### config.mk
export PLATFORM = sky130hd
export DESIGN_NAME = morse_digit_timing_encoder
export DESIGN_NICKNAME = d
export VERILOG_FILES = /design/src/hdl/mdte_pkg.sv /design/src/hdl/mdte_ram.sv /design/src/hdl/mdte_bcd.sv /design/src/hdl/morse_digit_timing_encoder.sv
export VERILOG_INCLUDE_DIRS = /design/src /design/src/hdl
export SDC_FILE = /design/constraint.sdc
export NUM_CORES = 1
export LEC_CHECK = 0
export BUFFER_PORTS_ARGS = -buffer_cell sky130_fd_sc_hd__buf_4
export CAP_MARGIN = 5
export CORE_UTILIZATION = 60
export CTS_CLUSTER_DIAMETER = 40
export DETAILED_ROUTE_END_ITERATION = 8
export PLACE_DENSITY = 0.77
export SYNTH_ARGS = -nofsm -noshare
export SYNTH_HDL_FRONTEND = slang
export SYNTH_SLANG_ARGS = --single-unit
### constraint.sdc
create_clock -name clk -period 7.17 [get_ports clk]
set_clock_uncertainty 0.05 [all_clocks]
set_input_delay 0.717 -clock clk [delete_from_list [all_inputs] [get_ports clk]]
set_output_delay 0.717 -clock clk [all_outputs]
set_load 0.005 [all_outputs]
### src/hdl/morse_digit_timing_encoder_defines.svh
// Assertion macros shared by the Morse digit timing encoder RTL.
`ifndef MORSE_DIGIT_TIMING_ENCODER_DEFINES_SVH
`define MORSE_DIGIT_TIMING_ENCODER_DEFINES_SVH

`ifndef SYNTHESIS

`define MDTE_ASSERT_IMPLY(lbl, clk, rst_n, ante, cons) \
  lbl: assert property (@(posedge clk) disable iff (!rst_n) (ante) |-> (cons)) \
    else $error("implication check failed");

`define MDTE_ASSERT_NEXT(lbl, clk, rst_n, ante, cons) \
  lbl: assert property (@(posedge clk) disable iff (!rst_n) (ante) |=> (cons)) \
    else $error("next-cycle check failed");

`else

`define MDTE_ASSERT_IMPLY(lbl, clk, rst_n, ante, cons)

`define MDTE_ASSERT_NEXT(lbl, clk, rst_n, ante, cons)

`endif

`endif

### src/hdl/mdte_pkg.sv
// Shared constants, request codes and the digit symbol table of the encoder.
`timescale 1ns / 1ps
`default_nettype none

package mdte_pkg;

  localparam int STACK_DEPTH_DEF = 30;
  localparam int ID_W            = 8;
  localparam int BCD_W           = 12;
  localparam int SYMS_PER_DIGIT  = 10;
  localparam int SYM_W           = $clog2(SYMS_PER_DIGIT);

  localparam logic [1:0] REQ_LOAD  = 2'd0;
  localparam logic [1:0] REQ_POP   = 2'd1;
  localparam logic [1:0] REQ_CLEAR = 2'd2;

  localparam logic [1:0] DUR_EMPTY = 2'd0;
  localparam logic [1:0] DUR_SHORT = 2'd1;
  localparam logic [1:0] DUR_LONG  = 2'd3;

  // Bit k of each pattern is the k-th symbol pushed for that digit.
  function automatic logic [SYMS_PER_DIGIT-1:0] digit_pattern(input logic [3:0] digit);
    logic [SYMS_PER_DIGIT-1:0] pat;
    case (digit)
      4'd0: pat = 10'h2AB;
      4'd1: pat = 10'h0AB;
      4'd2: pat = 10'h02B;
      4'd3: pat = 10'h00B;
      4'd4: pat = 10'h003;
      4'd5: pat = 10'h001;
      4'd6: pat = 10'h201;
      4'd7: pat = 10'h281;
      4'd8: pat = 10'h2A1;
      4'd9: pat = 10'h2A9;
      default: pat = '0;
    endcase
    return pat;
  endfunction

endpackage

`default_nettype wire

### src/hdl/mdte_ram.sv
// Generic single-write, single-read RAM with a registered read port.
`timescale 1ns / 1ps
`default_nettype none

module mdte_ram #(
  parameter int WIDTH  = 1,
  parameter int DEPTH  = 30,
  parameter int ADDR_W = $clog2(DEPTH)
) (
  input  wire logic              clk,
  input  wire logic              we,
  input  wire logic [ADDR_W-1:0] waddr,
  input  wire logic [WIDTH-1:0]  wdata,
  input  wire logic [ADDR_W-1:0] raddr,
  output logic      [WIDTH-1:0]  rdata
);

  logic [WIDTH-1:0] mem_r [DEPTH];

  always_ff @(posedge clk) begin
    if (we) begin
      mem_r[waddr] <= wdata;
    end
    rdata <= mem_r[raddr];
  end

endmodule

`default_nettype wire

### src/hdl/mdte_bcd.sv
// Bit-serial binary to decimal converter using shift and add-three steps.
`timescale 1ns / 1ps
`default_nettype none

module mdte_bcd import mdte_pkg::*; (
  input  wire logic             clk,
  input  wire logic             rst_n,
  input  wire logic             start,
  input  wire logic [ID_W-1:0]  bin,
  output logic                  done,
  output logic      [BCD_W-1:0] bcd
);

  localparam int CNT_W = $clog2(ID_W);

  logic [ID_W-1:0]  bin_r, bin_nxt;
  logic [BCD_W-1:0] bcd_r, bcd_nxt;
  logic [CNT_W-1:0] cnt_r, cnt_nxt;
  logic             run_r, run_nxt;
  logic             done_r, done_nxt;
  logic [BCD_W-1:0] adj;

  always_comb begin
    for (int n = 0; n < BCD_W / 4; n++) begin
      adj[4*n +: 4] = (bcd_r[4*n +: 4] >= 4'd5) ? bcd_r[4*n +: 4] + 4'd3 : bcd_r[4*n +: 4];
    end
  end

  always_comb begin
    bin_nxt  = bin_r;
    bcd_nxt  = bcd_r;
    cnt_nxt  = cnt_r;
    run_nxt  = run_r;
    done_nxt = 1'b0;
    if (start) begin
      bin_nxt = bin;
      bcd_nxt = '0;
      cnt_nxt = '0;
      run_nxt = 1'b1;
    end else if (run_r) begin
      bcd_nxt = {adj[BCD_W-2:0], bin_r[ID_W-1]};
      bin_nxt = {bin_r[ID_W-2:0], 1'b0};
      cnt_nxt = cnt_r + CNT_W'(1);
      if (cnt_r == CNT_W'(ID_W - 1)) begin
        run_nxt  = 1'b0;
        done_nxt = 1'b1;
      end
    end
  end

  always_ff @(posedge clk) begin
    if (!rst_n) begin
      run_r  <= 1'b0;
      done_r <= 1'b0;
      cnt_r  <= '0;
    end else begin
      run_r  <= run_nxt;
      done_r <= done_nxt;
      cnt_r  <= cnt_nxt;
    end
    bin_r <= bin_nxt;
    bcd_r <= bcd_nxt;
  end

  assign done = done_r;
  assign bcd  = bcd_r;

endmodule

`default_nettype wire

### src/hdl/morse_digit_timing_encoder.sv
// Top level of the Morse digit timing encoder with its request sequencer.
`timescale 1ns / 1ps
`default_nettype none
`include "morse_digit_timing_encoder_defines.svh"

// A request is taken when start is high and busy is low; in_req_type selects
// load, pop or clear, and in_id_value is used only by a load.
// Every request gives exactly one result, shown for one cycle with out_valid.
// A load converts the identifier to decimal in a bit-serial converter, then
// writes one symbol per cycle into the stack RAM; a refused load or an
// identifier of zero answers on the next cycle. A pop reads the RAM through
// its registered port, and the ST_POP state registers the result from the
// read data. Clear and the unused code answer on the next cycle. busy stays
// high while a load or a pop is in progress. The receiver cannot stall, so
// results are never held back.
// Reset empties the stack and idles the sequencer; stack contents are left
// undefined, since only entries below the fill level are ever read.

module morse_digit_timing_encoder import mdte_pkg::*; #(
  parameter int STACK_DEPTH = STACK_DEPTH_DEF
) (
  input  wire logic            clk,
  input  wire logic            rst_n,
  input  wire logic            start,
  output logic                 busy,
  input  wire logic [1:0]      in_req_type,
  input  wire logic [ID_W-1:0] in_id_value,
  output logic                 out_valid,
  output logic      [1:0]      out_duration_units,
  output logic                 out_load_refused
);

  localparam int FILL_W = $clog2(STACK_DEPTH + 1);
  localparam int ADDR_W = $clog2(STACK_DEPTH);

  typedef enum logic [1:0] {ST_IDLE, ST_CONV, ST_PUSH, ST_POP} state_t;

  state_t                    state_r, state_nxt;
  logic [FILL_W-1:0]         fill_r, fill_nxt;
  logic [1:0]                ndig_r, ndig_nxt;
  logic [1:0]                dig_idx_r, dig_idx_nxt;
  logic [SYM_W-1:0]          sym_cnt_r, sym_cnt_nxt;
  logic [SYMS_PER_DIGIT-1:0] pat_r, pat_nxt;
  logic                      out_valid_r, out_valid_nxt;
  logic [1:0]                out_dur_r, out_dur_nxt;
  logic                      out_ref_r, out_ref_nxt;

  logic              accept;
  logic [1:0]        ndig;
  logic [5:0]        need;
  logic [FILL_W:0]   fit_sum;
  logic              fits;
  logic              bcd_start;
  logic              bcd_done;
  logic [BCD_W-1:0]  bcd;
  logic              ram_we;
  logic [ADDR_W-1:0] ram_raddr;
  logic              ram_rdata;

  assign busy   = (state_r != ST_IDLE);
  assign accept = start && !busy;

  always_comb begin
    if (in_id_value >= ID_W'(100)) begin
      ndig = 2'd3;
    end else if (in_id_value >= ID_W'(10)) begin
      ndig = 2'd2;
    end else begin
      ndig = 2'd1;
    end
    need    = 6'(ndig) * 6'(SYMS_PER_DIGIT);
    fit_sum = {1'b0, fill_r} + (FILL_W + 1)'(need);
    fits    = (fit_sum <= (FILL_W + 1)'(STACK_DEPTH));
  end

  assign ram_raddr = (fill_r == '0) ? '0 : ADDR_W'(fill_r - FILL_W'(1));

  always_comb begin
    state_nxt     = state_r;
    fill_nxt      = fill_r;
    ndig_nxt      = ndig_r;
    dig_idx_nxt   = dig_idx_r;
    sym_cnt_nxt   = sym_cnt_r;
    pat_nxt       = pat_r;
    out_valid_nxt = 1'b0;
    out_dur_nxt   = out_dur_r;
    out_ref_nxt   = out_ref_r;
    bcd_start     = 1'b0;
    ram_we        = 1'b0;
    case (state_r)
      ST_IDLE: begin
        if (accept) begin
          out_dur_nxt = DUR_EMPTY;
          out_ref_nxt = 1'b0;
          case (in_req_type)
            REQ_LOAD: begin
              if (in_id_value == '0) begin
                out_valid_nxt = 1'b1;
              end else if (!fits) begin
                out_valid_nxt = 1'b1;
                out_ref_nxt   = 1'b1;
              end else begin
                bcd_start = 1'b1;
                ndig_nxt  = ndig;
                state_nxt = ST_CONV;
              end
            end
            REQ_POP: begin
              if (fill_r != '0) begin
                fill_nxt  = fill_r - FILL_W'(1);
                state_nxt = ST_POP;
              end else begin
                out_valid_nxt = 1'b1;
              end
            end
            REQ_CLEAR: begin
              fill_nxt      = '0;
              out_valid_nxt = 1'b1;
            end
            default: begin
              out_valid_nxt = 1'b1;
            end
          endcase
        end
      end
      ST_CONV: begin
        if (bcd_done) begin
          pat_nxt     = digit_pattern(bcd[3:0]);
          dig_idx_nxt = '0;
          sym_cnt_nxt = '0;
          state_nxt   = ST_PUSH;
        end
      end
      ST_PUSH: begin
        ram_we      = 1'b1;
        fill_nxt    = fill_r + FILL_W'(1);
        pat_nxt     = {1'b0, pat_r[SYMS_PER_DIGIT-1:1]};
        sym_cnt_nxt = sym_cnt_r + SYM_W'(1);
        if (sym_cnt_r == SYM_W'(SYMS_PER_DIGIT - 1)) begin
          if (dig_idx_r == ndig_r - 2'd1) begin
            out_valid_nxt = 1'b1;
            out_dur_nxt   = DUR_EMPTY;
            out_ref_nxt   = 1'b0;
            state_nxt     = ST_IDLE;
          end else begin
            dig_idx_nxt = dig_idx_r + 2'd1;
            sym_cnt_nxt = '0;
            pat_nxt     = (dig_idx_r == 2'd0) ? digit_pattern(bcd[7:4])
                                              : digit_pattern(bcd[11:8]);
          end
        end
      end
      ST_POP: begin
        out_valid_nxt = 1'b1;
        out_dur_nxt   = ram_rdata ? DUR_LONG : DUR_SHORT;
        out_ref_nxt   = 1'b0;
        state_nxt     = ST_IDLE;
      end
      default: begin
        state_nxt = ST_IDLE;
      end
    endcase
  end

  always_ff @(posedge clk) begin
    if (!rst_n) begin
      state_r     <= ST_IDLE;
      fill_r      <= '0;
      out_valid_r <= 1'b0;
    end else begin
      state_r     <= state_nxt;
      fill_r      <= fill_nxt;
      out_valid_r <= out_valid_nxt;
    end
    ndig_r    <= ndig_nxt;
    dig_idx_r <= dig_idx_nxt;
    sym_cnt_r <= sym_cnt_nxt;
    pat_r     <= pat_nxt;
    out_dur_r <= out_dur_nxt;
    out_ref_r <= out_ref_nxt;
  end

  mdte_bcd u_bcd (
    .clk   (clk),
    .rst_n (rst_n),
    .start (bcd_start),
    .bin   (in_id_value),
    .done  (bcd_done),
    .bcd   (bcd)
  );

  mdte_ram #(
    .WIDTH  (1),
    .DEPTH  (STACK_DEPTH),
    .ADDR_W (ADDR_W)
  ) u_stack (
    .clk   (clk),
    .we    (ram_we),
    .waddr (fill_r[ADDR_W-1:0]),
    .wdata (pat_r[0]),
    .raddr (ram_raddr),
    .rdata (ram_rdata)
  );

  assign out_valid          = out_valid_r;
  assign out_duration_units = out_dur_r;
  assign out_load_refused   = out_ref_r;

  `MDTE_ASSERT_IMPLY(a_fill_bound, clk, rst_n, 1'b1, fill_r <= FILL_W'(STACK_DEPTH))
  `MDTE_ASSERT_IMPLY(a_push_room, clk, rst_n, ram_we, fill_r < FILL_W'(STACK_DEPTH))
  `MDTE_ASSERT_IMPLY(a_refuse_clean, clk, rst_n, out_load_refused && out_valid, out_duration_units == DUR_EMPTY)
  `MDTE_ASSERT_NEXT(a_pop_dec, clk, rst_n, accept && in_req_type == REQ_POP && fill_r != '0, fill_r + FILL_W'(1) == $past(fill_r))

endmodule

`default_nettype wire

==> load_flow_metrics.sql <==
INSERT INTO impl_metrics (metric_group, metric, value, unit) VALUES
('outcome', 'status', 'finished clean', ''),
('grt', 'largest_net_degree_at_the_start_of_global_routing', '31', ''),
('synthesis', 'synth_nets', '556', ''),
('synthesis', 'netlist-cell-type-count', '63', ''),
('synthesis', 'syn_avg_cell_area', '9.92', 'sq um'),
('worst_setup_path', 'critical_path_class', 'input pin to register', ''),
('synthesis', 'cell_types_occupying_the_most_area_after_synthesis', 'sky130_fd_sc_hd__edfxtp_1 34%, sky130_fd_sc_hd__dfxtp_1 17%, sky130_fd_sc_hd__nor2_1 5.1%', ''),
('final_layout', 'nNetsFinal', '561', ''),
('clock_network', 'post_cts.repair.setup_buffers', '0', ''),
('pwr', 'ir_drop', '190', 'uV'),
('detailed_routing', 'route.final.wire_length', '10.1', 'mm'),
('final_layout', 'diodes', '0', ''),
('pwr', 'power.density', '284', 'nW/um^2'),
('worst_hold_path', 'hold_class', 'register to register', ''),
('clock_network', 'clock_tree_from_tritoncts', 'built', ''),
('place', 'input_output_buffers', '17', ''),
('timing', 'final.min_clock_period', '3960', 'ps'),
('place', 'preCtsSetupSlack', '2810', 'ps'),
('worst_setup_path', 'timing.critical_path.from_type', 'input pin', ''),
('floorplan', 'initial_core_util', '0.624', ''),
('detailed_routing', 'first_pass_iters', '5', ''),
('timing', 'slew_at_the_pin_closest_to_its_max_slew_limit', '942', 'ps'),
('timing', 'fin_setup_tns', '0', 'ps'),
('worst_setup_path', 'worstPathRequired', '7160', 'ps'),
('grt', 'vias_in_the_first_global_route', '3536', ''),
('synthesis', 'synth-edff-count', '59', ''),
('synthesis', 'synth_top_cell_by_area', 'sky130_fd_sc_hd__edfxtp_1', ''),
('clock_network', 'hold_buffers', '0', ''),
('worst_setup_path', 'timing.critical_path.fanout_max', '25', ''),
('timing', 'max_freq', '253', 'MHz'),
('clock_network', 'ctsLongestPathBuffers', '2', ''),
('detailed_routing', 'wl_per_cell', '15.9', 'um'),
('worst_setup_path', 'worst-path-buf-inv', '1', ''),
('worst_setup_path', 'critical_path.endpoint_type', 'register', ''),
('place', 'placed_cells', '621', ''),
('synthesis', 'synth-seq-area-share', '0.512', ''),
('grt', 'grt_first_pass_wirelength', '16.8', 'mm'),
('pwr', 'cellLeakagePower', '2.15', 'nW'),
('clock_network', 'clk_pin_slew_worst_paths', '100', 'ps'),
('timing', 'timing_max_transition_violations_final', '0', ''),
('clock_network', 'clkSinkCount', '103', ''),
('synthesis', 'syn_area', '5180', 'sq um'),
('clock_network', 'cts_root_buf', 'sky130_fd_sc_hd__clkbuf_8', ''),
('timing', 'setup_repair_after_global_routing_missed_its_margin', 'no', ''),
('worst_setup_path', 'cp_cell_sequence', 'buf_4 -> or3_1 -> a31oi_1 -> nand2_1 -> ha_1 -> fa_1 -> or3b_1 -> mux2_2 -> a31oi_2 -> or4_1 -> nand2b_1', ''),
('detailed_routing', 'drt_iter0_drc', '270', ''),
('floorplan', 'die_x', '94.9', 'um'),
('place', 'dp.final_hpwl', '7.16', 'mm'),
('timing', 'final_min_period_over_clock_period', '0.552', ''),
('timing', 'setup_viol', '0', ''),
('synthesis', 'post-synth-top-area-fraction', '0.342', ''),
('clock_network', 'post_cts_resize_count', '0', ''),
('synthesis', 'yosys_register_bits', '103', ''),
('grt', 'grt_antenna_before_repair', '0', ''),
('floorplan', 'rows', '33', ''),
('worst_setup_path', 'critical_path.max_stage_delay', '610', 'ps'),
('floorplan', 'ioPinCount', '18', ''),
('detailed_routing', 'vias_per_cell', '5.87', ''),
('detailed_routing', 'dr_total_vias', '3742', ''),
('floorplan', 'fp.coreArea', '8300', 'sq um'),
('clock_network', 'total_cts_buffers', '9', ''),
('grt', 'grt_usage', '0.245', ''),
('floorplan', 'die_ht', '94.9', 'um'),
('detailed_routing', 'detail_route.drc_violations', '0', ''),
('final_layout', 'synthesis_to_finish_area_growth', '6.26', '%'),
('timing', 'hold_viol_final', '0', ''),
('final_layout', 'final_cells', '637', ''),
('timing', 'post-route-worst-setup-slack', '3210', 'ps'),
('final_layout', 'layout-drive-gt1-share', '0.0921', ''),
('run', 'max_capacitance_violation_total', '0', ''),
('detailed_routing', 'route.antenna.remaining_nets', '0', '');
[synthesized netlist by cell type, drive strengths merged, types with 9 or more instances]
master	number
xnor2	10
edfxtp	59
inv	24
buf	11
nand2	65
dfxtp	44
o21ai	29
nand3	14
ha	20
a21oi	29
nor3	10
nand2b	9
mux2i	23
nor2	71
clkbuf	12
[cell usage in the layout, fill, tap and decap left out, types with 14 or more instances in the layout]
master / synthesis / routed
sky130_fd_sc_hd__inv_1: 23 / 23
sky130_fd_sc_hd__nor2_1: 71 / 71
sky130_fd_sc_hd__ha_1: 20 / 20
sky130_fd_sc_hd__dfxtp_1: 44 / 44
sky130_fd_sc_hd__a21oi_1: 28 / 28
sky130_fd_sc_hd__nand2_1: 64 / 64
sky130_fd_sc_hd__buf_4: 1 / 17
sky130_fd_sc_hd__nand3_1: 14 / 14
sky130_fd_sc_hd__mux2i_1: 23 / 23
sky130_fd_sc_hd__edfxtp_1: 59 / 59
sky130_fd_sc_hd__o21ai_0: 28 / 28
[where the power goes]
group / total (mW) / internal [mW] / switching, mW / leakage, nW
combinational: 0.450 / 0.184 / 0.266 / 1.16
sequential: 0.767 / 0.707 / 0.0595 / 0.894
clock: 0.346 / 0.133 / 0.213 / 0.0937
total: 1.56 / 1.02 / 0.538 / 2.15
[worst register-to-register path: stages (launching register included)]
cell	delay, ps
sky130_fd_sc_hd__dfxtp_1	580
sky130_fd_sc_hd__fa_1	600
sky130_fd_sc_hd__or3b_1	390
sky130_fd_sc_hd__mux2_2	280
sky130_fd_sc_hd__a31oi_2	170
sky130_fd_sc_hd__or4_1	610
sky130_fd_sc_hd__nand2b_1	390
[through the flow]
step / power (mW) / utilization / hold slack, ps / cell area, sq um
6_report: 1.56 / 0.663 / 473 / 5500
5_1_grt: 1.65 / 0.663 / 506 / 5500
4_1_cts: 1.56 / 0.663 / 476 / 5500
3_5_place_dp: 1.23 / 0.641 / 452 / 5320
3_3_place_gp: 1.21 / 0.641 / 428 / 5320
2_1_floorplan: 1.12 / - / 415 / 5180
[cell type report]
type	count	area, sq um
Fill cell	663	2800
Sequential cell	103	2650
Multi-Input combinational cell	371	2320
Tap cell	105	131
Clock buffer	10	128
Timing Repair Buffer	17	128
Inverter	25	96.3
Clock inverter	6	52.6
[logic make-up (layout without fill, tap and decap cells)]
family,after synthesis,in the layout,synth area share
AND/OR/NAND/NOR,202,202,0.178
AO/OA/AOI/OAI,106,106,0.135
flip-flops,103,103,0.512
buffers and inverters,48,58,0.0408
multiplexers,30,30,0.0618
adder cells (fa/ha/maj),21,21,0.0522
XOR/XNOR,12,12,0.0203
[per-layer routing]
metal	global-route usage	vias to the layer above	wire, um
met4	0.101	0	187
met1	0.316	1752	4560
met3	0.0322	18	423
met2	0.414	102	4960
li1	-	1870	-
met5	0	-	0
[path summary, 6_finish.rpt]
kind,startpoint,end,slack (ps),depth (start not counted)
worst max-delay path,in_id_value[4],u_bcd.bin_r[6]$_DFFE_PP_,3210,11
worst max register to register,fill_r[2]$_SDFFE_PN0P_,u_bcd.bin_r[6]$_DFFE_PP_,3780,6
worst min-delay path,u_bcd.cnt_r[2]$_SDFFE_PP0P_,u_bcd.cnt_r[2]$_SDFFE_PP0P_,470,2
worst min register to register,u_bcd.cnt_r[2]$_SDFFE_PP0P_,u_bcd.cnt_r[2]$_SDFFE_PP0P_,470,2
Power figures use the tool's default switching activity.
